File: config.mk
export PLATFORM = sky130hd
export DESIGN_NAME = msx_cartridge_bank_mapper
export DESIGN_NICKNAME = d
export VERILOG_FILES = /design/src/rtl/core/msxbm_pkg.sv /design/src/rtl/core/msx_cartridge_bank_mapper.sv /design/src/rtl/core/msxbm_page_table.sv /design/src/rtl/core/msxbm_decode.sv
export SDC_FILE = /design/constraint.sdc
export NUM_CORES = 1
export LEC_CHECK = 0
export BUFFER_PORTS_ARGS = -buffer_cell sky130_fd_sc_hd__buf_2
export CORE_MARGIN = 2
export CORE_UTILIZATION = 25
export CTS_CLUSTER_DIAMETER = 50
export CTS_CLUSTER_SIZE = 24
export DETAILED_ROUTE_END_ITERATION = 10
export GPL_ROUTABILITY_DRIVEN = 0
export PLACE_DENSITY = 0.53
export SKIP_LAST_GASP = 1
export SYNTH_ARGS = -nofsm -noshare
export SYNTH_HDL_FRONTEND = slang
export SYNTH_SLANG_ARGS = --single-unit
File: constraint.sdc
create_clock -name clk -period 6.2 [get_ports clk]
set_clock_uncertainty 0.05 [all_clocks]
set_input_delay 1.24 -clock clk [delete_from_list [all_inputs] [get_ports clk]]
set_output_delay 1.24 -clock clk [all_outputs]
set_load 0.005 [all_outputs]
File: src/rtl/core/msxbm_pkg.sv
// Shared types, constants and default-mapping functions for the cartridge bank mapper.
// No dependencies; imported by every module in rtl/core.
package msxbm_pkg;

	localparam int PageCount = 8;
	localparam int PageW     = 3;
	localparam int SegW      = 9;
	localparam int OffW      = 13;
	localparam int MemAddrW  = SegW + OffW;

	typedef logic [PageW-1:0] page_t;
	typedef logic [SegW-1:0]  seg_t;

	typedef enum logic [2:0] {
		MT_DISABLED = 3'd0,
		MT_RAM      = 3'd1,
		MT_LINEAR   = 3'd2,
		MT_MIRROR32 = 3'd3,
		MT_KON      = 3'd4,
		MT_KONZ     = 3'd5,
		MT_BANK8    = 3'd6,
		MT_BANK16   = 3'd7
	} mapper_type_t;

	// Up to two page registers written by one bank transaction.
	typedef struct packed {
		logic  en_a;
		page_t idx_a;
		seg_t  seg_a;
		logic  en_b;
		page_t idx_b;
		seg_t  seg_b;
	} bank_upd_t;

	typedef struct packed {
		logic                respond;
		logic                target_ram;
		logic [MemAddrW-1:0] mem_address;
		logic                store_byte;
		logic                bank_updated;
	} result_t;

	function automatic logic default_valid(mapper_type_t mt, page_t i);
		logic v;
		v = 1'b0;
		case (mt)
			MT_RAM, MT_LINEAR, MT_MIRROR32, MT_BANK8, MT_BANK16: v = 1'b1;
			MT_KON, MT_KONZ: v = (i >= 3'd2) && (i <= 3'd5);
			default: v = 1'b0;
		endcase
		return v;
	endfunction

	function automatic seg_t default_seg(mapper_type_t mt, page_t i);
		seg_t s;
		s = '0;
		case (mt)
			MT_RAM, MT_LINEAR: s = {{(SegW-PageW){1'b0}}, i};
			MT_MIRROR32:       s = {{(SegW-2){1'b0}}, i[1:0] + 2'd2};
			MT_KON, MT_KONZ: begin
				if ((i >= 3'd2) && (i <= 3'd5))
					s = {{(SegW-2){1'b0}}, i[1:0] - 2'd2};
			end
			MT_BANK16:         s = {{(SegW-1){1'b0}}, i[0]};
			default:           s = '0;
		endcase
		return s;
	endfunction

endpackage

File: src/rtl/core/msx_cartridge_bank_mapper.sv
// Bank mapper for a 64 KiB cartridge slot: eight 8 KiB pages, several mapper types.
// An accepted input transaction passes the input register, then the result register.
// Throughput: one transaction per cycle while m_tready takes results. The page-register
// lookup sits between the two registers; bank writes commit as the result registers.
// Reset (arst_n low): mapper type disabled, all pages invalid, both pipeline stages empty.
// Depends on msxbm_pkg, msxbm_page_table, msxbm_decode.
module msx_cartridge_bank_mapper
	import msxbm_pkg::*;
(
	input  logic        clk,
	input  logic        arst_n,
	// configuration: mapper_type
	input  logic        cfg_we,
	input  logic [2:0]  cfg_wdata,
	// input transactions
	input  logic        s_tvalid,
	output logic        s_tready,
	input  logic [23:0] s_tdata,   // [15:0] address, [23:16] data
	input  logic        s_tuser,   // [0] action (0 read, 1 write)
	// result transactions
	output logic        m_tvalid,
	input  logic        m_tready,
	output logic [31:0] m_tdata    // [0] respond, [1] target_ram, [23:2] mem_address,
	                               // [24] store_byte, [25] bank_updated, [31:26] zero
);

	// Stage 1: captured bus access.
	logic        valid_s1;
	logic        action_s1;
	logic [15:0] address_s1;
	logic [7:0]  data_s1;

	// Stage 2: result register.
	logic        valid_s2;
	result_t     result_s2;

	mapper_type_t mapper_type;
	seg_t         page_seg [PageCount];
	logic         page_valid [PageCount];
	result_t      result;
	bank_upd_t    upd;
	logic         advance;
	logic         s_accept;

	// Move stage 1 forward whenever the result register is free or being drained.
	assign advance  = valid_s1 && (!valid_s2 || m_tready);
	assign s_tready = !valid_s1 || !valid_s2 || m_tready;
	assign s_accept = s_tvalid && s_tready;

	always_ff @(posedge clk or negedge arst_n) begin
		if (!arst_n) begin
			valid_s1 <= 1'b0;
		end else if (s_tready) begin
			valid_s1 <= s_tvalid;
		end
	end

	// Payload holds while stage 1 is stalled.
	always_ff @(posedge clk) begin
		if (s_accept) begin
			action_s1  <= s_tuser;
			address_s1 <= s_tdata[15:0];
			data_s1    <= s_tdata[23:16];
		end
	end

	always_ff @(posedge clk or negedge arst_n) begin
		if (!arst_n) begin
			valid_s2 <= 1'b0;
		end else if (advance) begin
			valid_s2 <= 1'b1;
		end else if (m_tready) begin
			valid_s2 <= 1'b0;
		end
	end

	always_ff @(posedge clk) begin
		if (advance) begin
			result_s2 <= result;
		end
	end

	// Page registers; bank writes commit on the same edge the result registers,
	// so the next access in stage 1 already sees the new mapping.
	msxbm_page_table u_page_table (
		.clk         (clk),
		.arst_n      (arst_n),
		.cfg_we      (cfg_we),
		.cfg_wdata   (cfg_wdata),
		.commit      (advance),
		.upd         (upd),
		.mapper_type (mapper_type),
		.page_seg    (page_seg),
		.page_valid  (page_valid)
	);

	msxbm_decode u_decode (
		.mapper_type (mapper_type),
		.page_seg    (page_seg),
		.page_valid  (page_valid),
		.action      (action_s1),
		.address     (address_s1),
		.data        (data_s1),
		.result      (result),
		.upd         (upd)
	);

	assign m_tvalid = valid_s2;
	assign m_tdata  = {6'b0,
	                   result_s2.bank_updated,
	                   result_s2.store_byte,
	                   result_s2.mem_address,
	                   result_s2.target_ram,
	                   result_s2.respond};

endmodule

File: src/rtl/core/msxbm_page_table.sv
// Mapper type register and the eight page registers (segment and valid mark).
// Depends on msxbm_pkg.
module msxbm_page_table
	import msxbm_pkg::*;
(
	input  logic         clk,
	input  logic         arst_n,
	input  logic         cfg_we,
	input  logic [2:0]   cfg_wdata,
	input  logic         commit,
	input  bank_upd_t    upd,
	output mapper_type_t mapper_type,
	output seg_t         page_seg [PageCount],
	output logic         page_valid [PageCount]
);

	mapper_type_t type_q;
	seg_t         seg_q [PageCount];
	logic         valid_q [PageCount];
	logic         load;

	assign load = cfg_we && (mapper_type_t'(cfg_wdata) != type_q);

	always_ff @(posedge clk or negedge arst_n) begin
		if (!arst_n) begin
			type_q <= MT_DISABLED;
		end else if (load) begin
			type_q <= mapper_type_t'(cfg_wdata);
		end
	end

	// Reset state is the disabled type's defaults: all invalid, segment zero.
	always_ff @(posedge clk or negedge arst_n) begin
		if (!arst_n) begin
			for (int i = 0; i < PageCount; i++) begin
				seg_q[i]   <= '0;
				valid_q[i] <= 1'b0;
			end
		end else if (load) begin
			for (int i = 0; i < PageCount; i++) begin
				seg_q[i]   <= default_seg(mapper_type_t'(cfg_wdata), page_t'(i));
				valid_q[i] <= default_valid(mapper_type_t'(cfg_wdata), page_t'(i));
			end
		end else if (commit) begin
			if (upd.en_a) begin
				seg_q[upd.idx_a]   <= upd.seg_a;
				valid_q[upd.idx_a] <= 1'b1;
			end
			if (upd.en_b) begin
				seg_q[upd.idx_b]   <= upd.seg_b;
				valid_q[upd.idx_b] <= 1'b1;
			end
		end
	end

	assign mapper_type = type_q;
	assign page_seg    = seg_q;
	assign page_valid  = valid_q;

endmodule

File: src/rtl/core/msxbm_decode.sv
// Combinational access decode: page lookup, result fields and bank register updates.
// Depends on msxbm_pkg.
module msxbm_decode
	import msxbm_pkg::*;
(
	input  mapper_type_t mapper_type,
	input  seg_t         page_seg [PageCount],
	input  logic         page_valid [PageCount],
	input  logic         action,
	input  logic [15:0]  address,
	input  logic [7:0]   data,
	output result_t      result,
	output bank_upd_t    upd
);

	page_t           page;
	logic [OffW-1:0] offset;
	seg_t            seg;
	logic            valid;
	seg_t            data_seg;

	assign page     = address[15:13];
	assign offset   = address[OffW-1:0];
	assign seg      = page_seg[page];
	assign valid    = page_valid[page];
	assign data_seg = {1'b0, data};

	always_comb begin
		result = '0;
		upd    = '0;
		if (!action) begin
			if (valid) begin
				result.respond     = 1'b1;
				result.target_ram  = (mapper_type == MT_RAM);
				result.mem_address = {seg, offset};
			end
		end else begin
			unique case (mapper_type)
				MT_RAM: begin
					if (valid) begin
						result.respond     = 1'b1;
						result.target_ram  = 1'b1;
						result.store_byte  = 1'b1;
						result.mem_address = {seg, offset};
					end
				end
				MT_KON: begin
					if ((page >= 3'd2) && (page <= 3'd5)) begin
						upd.en_a            = 1'b1;
						upd.idx_a           = page;
						upd.seg_a           = data_seg;
						result.bank_updated = 1'b1;
					end
				end
				MT_KONZ: begin
					if ((page == 3'd4) || (page == 3'd5)) begin
						upd.en_a            = 1'b1;
						upd.idx_a           = page;
						upd.seg_a           = data_seg;
						result.bank_updated = 1'b1;
					end
				end
				MT_BANK8: begin
					// 0x6000..0x7FFF: address bits 12:11 pick page 2..5
					if (page == 3'd3) begin
						upd.en_a            = 1'b1;
						upd.idx_a           = 3'd2 + {1'b0, address[12:11]};
						upd.seg_a           = data_seg;
						result.bank_updated = 1'b1;
					end
				end
				MT_BANK16: begin
					// address bit 12 picks the pair 2,3 or 4,5
					if (page == 3'd3) begin
						upd.en_a            = 1'b1;
						upd.idx_a           = address[12] ? 3'd4 : 3'd2;
						upd.seg_a           = {data, 1'b0};
						upd.en_b            = 1'b1;
						upd.idx_b           = address[12] ? 3'd5 : 3'd3;
						upd.seg_b           = {data, 1'b1};
						result.bank_updated = 1'b1;
					end
				end
				default: begin
					result = '0;
				end
			endcase
		end
	end

endmodule

==> summary.txt <==
Worst setup path
  – Most used cell, CP: a21oi_1
  – Reg-to-reg endpoint: u_page_table.page_seg[35]
  – Critical path class: reg2reg
  – Worst Setup EP: u_page_table.page_seg[35]
  – Reg2reg setup slack: roughly 3.0 ns
  – Cell family with most CP delay: compound AO/OA/AOI/OAI gates
  – Worst-path maximum fanout: 24
  – Worst Setup SP: address_s1[14]
  – Worst Path Arrival: approximately 3.5 ns
  – Crit-path cells: and4b_1 -> a21oi_1 -> a2111oi_4 -> nand4_1 -> a21oi_1
  – RR Startpoint: address_s1[14]
  – Worst Setup End Kind: flop
  – Critical Path Stages: 5
  – Startpoint types: flop
  – R2R cell count: 5
  – CP max-delay cell: edfxtp_1
  – CP required: around 6.5 ns
  – Count of buffer and inverter cells on the critical path: 0
  – Slowest Stage Delay on Critical Path: 1.11 ns

Layout
  – Post-route design area: ~7400 um2
  – Diode count: 0
  – Area occupied by multi-input gates: 2400 um2
  – Share of cells above drive strength 1: 0.242
  – Syn-to-layout area delta: 18.9%
  – Final #Nets: roughly 580
  – Fill cell count: around 2500
  – Most common cell after layout, fill and taps aside: dfrtp_1
  – Most frequent cells in the layout: dfrtp_1 (85), buf_2 (59), edfxtp_1 (51), and2_1 (46), nor2_1 (39)
  – Storage element area: between 3000 and 4000 um2

Floorplanning
  – Io pins: 67
  – Num rows: 57
  – Die H: 162 um
  – Die X: approximately 160 um
  – Die footprint: around 26000 um2
  – Starting Density: 0.256
  – Core area: 24400 um2

Drt
  – Initial detailed-routing violation count: 381
  – Detailed-route via count: between 4000 and 5000
  – Via-to-Cell Ratio: 4.73
  – WL final: 15100 um
  – Antenna Nets Post-Route: 0
  – Wirelength per Cell: 17.1 um
  – DRC viols: 0
  – First drt pass iteration count: 4

Clock network
  – Clock Pin Slew Worst Setup and Hold Paths: roughly 0.060 ns
  – Clock sink total: 136
  – CTS Root Cell: clkbuf_16
  – Clock buffer depth: 2
  – Worst skew pair latency: between 0.4 and 0.5 ns
  – CTS Buf Count: 17
  – # hold bufs at CTS: 0
  – Postcts setup bufs: 0
  – H-tree depth: 4
  – Post-CTS sizing: 0
  – CTS tree: yes

Yosys
  – Cell area after synthesis: around 6200 um2
  – Unique cell type count in the Yosys netlist: between 60 and 70
  – Fraction of registers with async set/reset: 0.625
  – Warnings from Yosys: 0
  – Post-synth top area share: 0.341
  – Syn Inst Count: around 500
  – Top_reg_cell synth: dfrtp_1
  – Post-synth EDFFs: a little over 50
  – FF+latch count, synth: ~140
  – Area contributors post-synth: dfrtp_1 (34%), edfxtp_1 (25%), mux4_2 (7.2%)
  – Avg Inst Size Synth: about 13 um2
  – Area leader, netlist: dfrtp_1
  – Sequential fraction of the synthesis area: 0.586

Power and ir drop
  – Power share of the clock group: 0.452
  – Pint: 1.71 mW
  – Combinational power share: 0.091
  – VDD IR max: approximately 0.19 mV
  – Leakage: slightly above 3 nW
  – Pwr Density: between 300 and 400 nW/um2
  – Sequential power share: 0.457
  – Net Sw Frac: 0.250
  – Net Sw Power: roughly 570 uW

Timing
  – Final hold violations: 0
  – Final Slew Violations: 0
  – Smallest hold slack: 0.429 ns
  – Final TNS setup: 0 ns
  – Worst Tran Pin Value: between 1 and 1.5 ns
  – Fmax: 315 MHz
  – Period utilization: 0.512
  – Worst relative slew slack: 0.194
  – Final Setup Violations: 0
  – RSZ-0062 raised after global routing: false
  – Final min period: approximately 3.2 ns

Placement
  – DPL Wire Length: approximately 10000 um
  – Placed cell areas: between 6000 and 7000 um2
  – IO buf count: 60

Global routing
  – Tot GR Track Use: 0.122
  – Congestion Overflow GR: 0
  – Vias in the first global route: between 4000 and 5000
  – Antenna violations before repair: 0
  – Global-route wire length before repair: about 25000 um
  – Largest net degree at the start of global routing: 86

Flow run
  – Max-Cap Viols: 0

Run status
  – Status: completed

Min path
  – Worst min-delay path category: reg2reg
==> Yosys cell counts (all sizes together) (4+ instances only) <==
library cell,n
clkbuf,19
o21ai,18
nor3,4
nand3,16
buf,19
mux2i,13
xor2,4
dfrtp,85
or3,4
mux4,20
nand2,36
nor2,40
a22o,11
inv,6
nand2b,9
edfxtp,51
a21oi,20
a32o,16
and2,46
==> cell type report <==
| type | instances | area share |
|---|---|---|
| timing repair buffer | 64 | 0.0448 |
| clock inverter | 14 | 0.0236 |
| clock buffer | 18 | 0.0578 |
| sequential | 136 | 0.493 |
| multi-input combinational | 321 | 0.323 |
| inverter | 6 | 0.00303 |
| tap | 324 | 0.0546 |
==> through the flow <==
step,setup WS (ns),util,std cells,power [mW]
2_1_floorplan,2.96,-,501,1.18
3_3_place_gp,2.90,0.280,851,1.27
3_5_place_dp,2.86,0.280,851,1.27
4_1_cts,3.05,0.304,883,2.31
5_1_grt,2.79,0.304,883,2.38
6_report,3.02,0.304,883,2.28
==> kinds of logic after synthesis <==
group | Yosys count | share of synthesized area
AOI/OAI and AO/OA | 99 | 0.127
xor gates and xnor gates | 5 | 0.00702
buffers and inverters | 44 | 0.0339
DFF | 136 | 0.586
muxes | 35 | 0.0966
other | 1 | 0.000601
and+or+nand+nor | 176 | 0.149
==> power by group through the flow <==
stage | combinational [mW] | clock [mW] | sequential (mW)
floorplan | 0.146 | 0 | 1.04
finish | 0.209 | 1.03 | 1.04
global placement | 0.208 | 0 | 1.06
CTS | 0.214 | 1.05 | 1.04
global route | 0.234 | 1.10 | 1.05
detailed placement | 0.213 | 0 | 1.06
==> routing by layer <==
| metal | global-route usage | share of wire |
|---|---|---|
| met5 | 0 | 0 |
| met3 | 0.0322 | 0.051 |
| met2 | 0.198 | 0.49 |
| met1 | 0.157 | 0.45 |
| met4 | 0.0487 | 0.011 |
==> worst register-to-register path, cell delays in order (launching register included) <==
cell and delay (ns):
edfxtp_1 1.11, and4b_1 0.42, a21oi_1 0.17, a2111oi_4 0.95, nand4_1 0.18, a21oi_1 0.20
==> state kept, by name (all words and copies together), names as in the netlist, 3 cells and up <==
name,flops
u_page_table.page_seg,72
m_tdata,26
address_s1,16
data_s1,8
u_page_table.page_valid,8
u_page_table.mapper_type,3
==> worst min-delay path by stage <==
stage	start	end	slack, ns	cells past startpoint
after floorplan	u_page_table.page_seg[0]	u_page_table.page_seg[0]	0.39	2
after global placement	u_page_table.page_seg[10]	u_page_table.page_seg[10]	0.41	2
after detailed placement	u_page_table.page_seg[2]	u_page_table.page_seg[2]	0.41	2
after CTS	u_page_table.page_seg[11]	u_page_table.page_seg[11]	0.43	2
after global routing	u_page_table.page_seg[15]	u_page_table.page_seg[15]	0.44	1
final	u_page_table.page_seg[1]	u_page_table.page_seg[1]	0.43	2
Note: power is estimated with default switching activity, not from simulation.
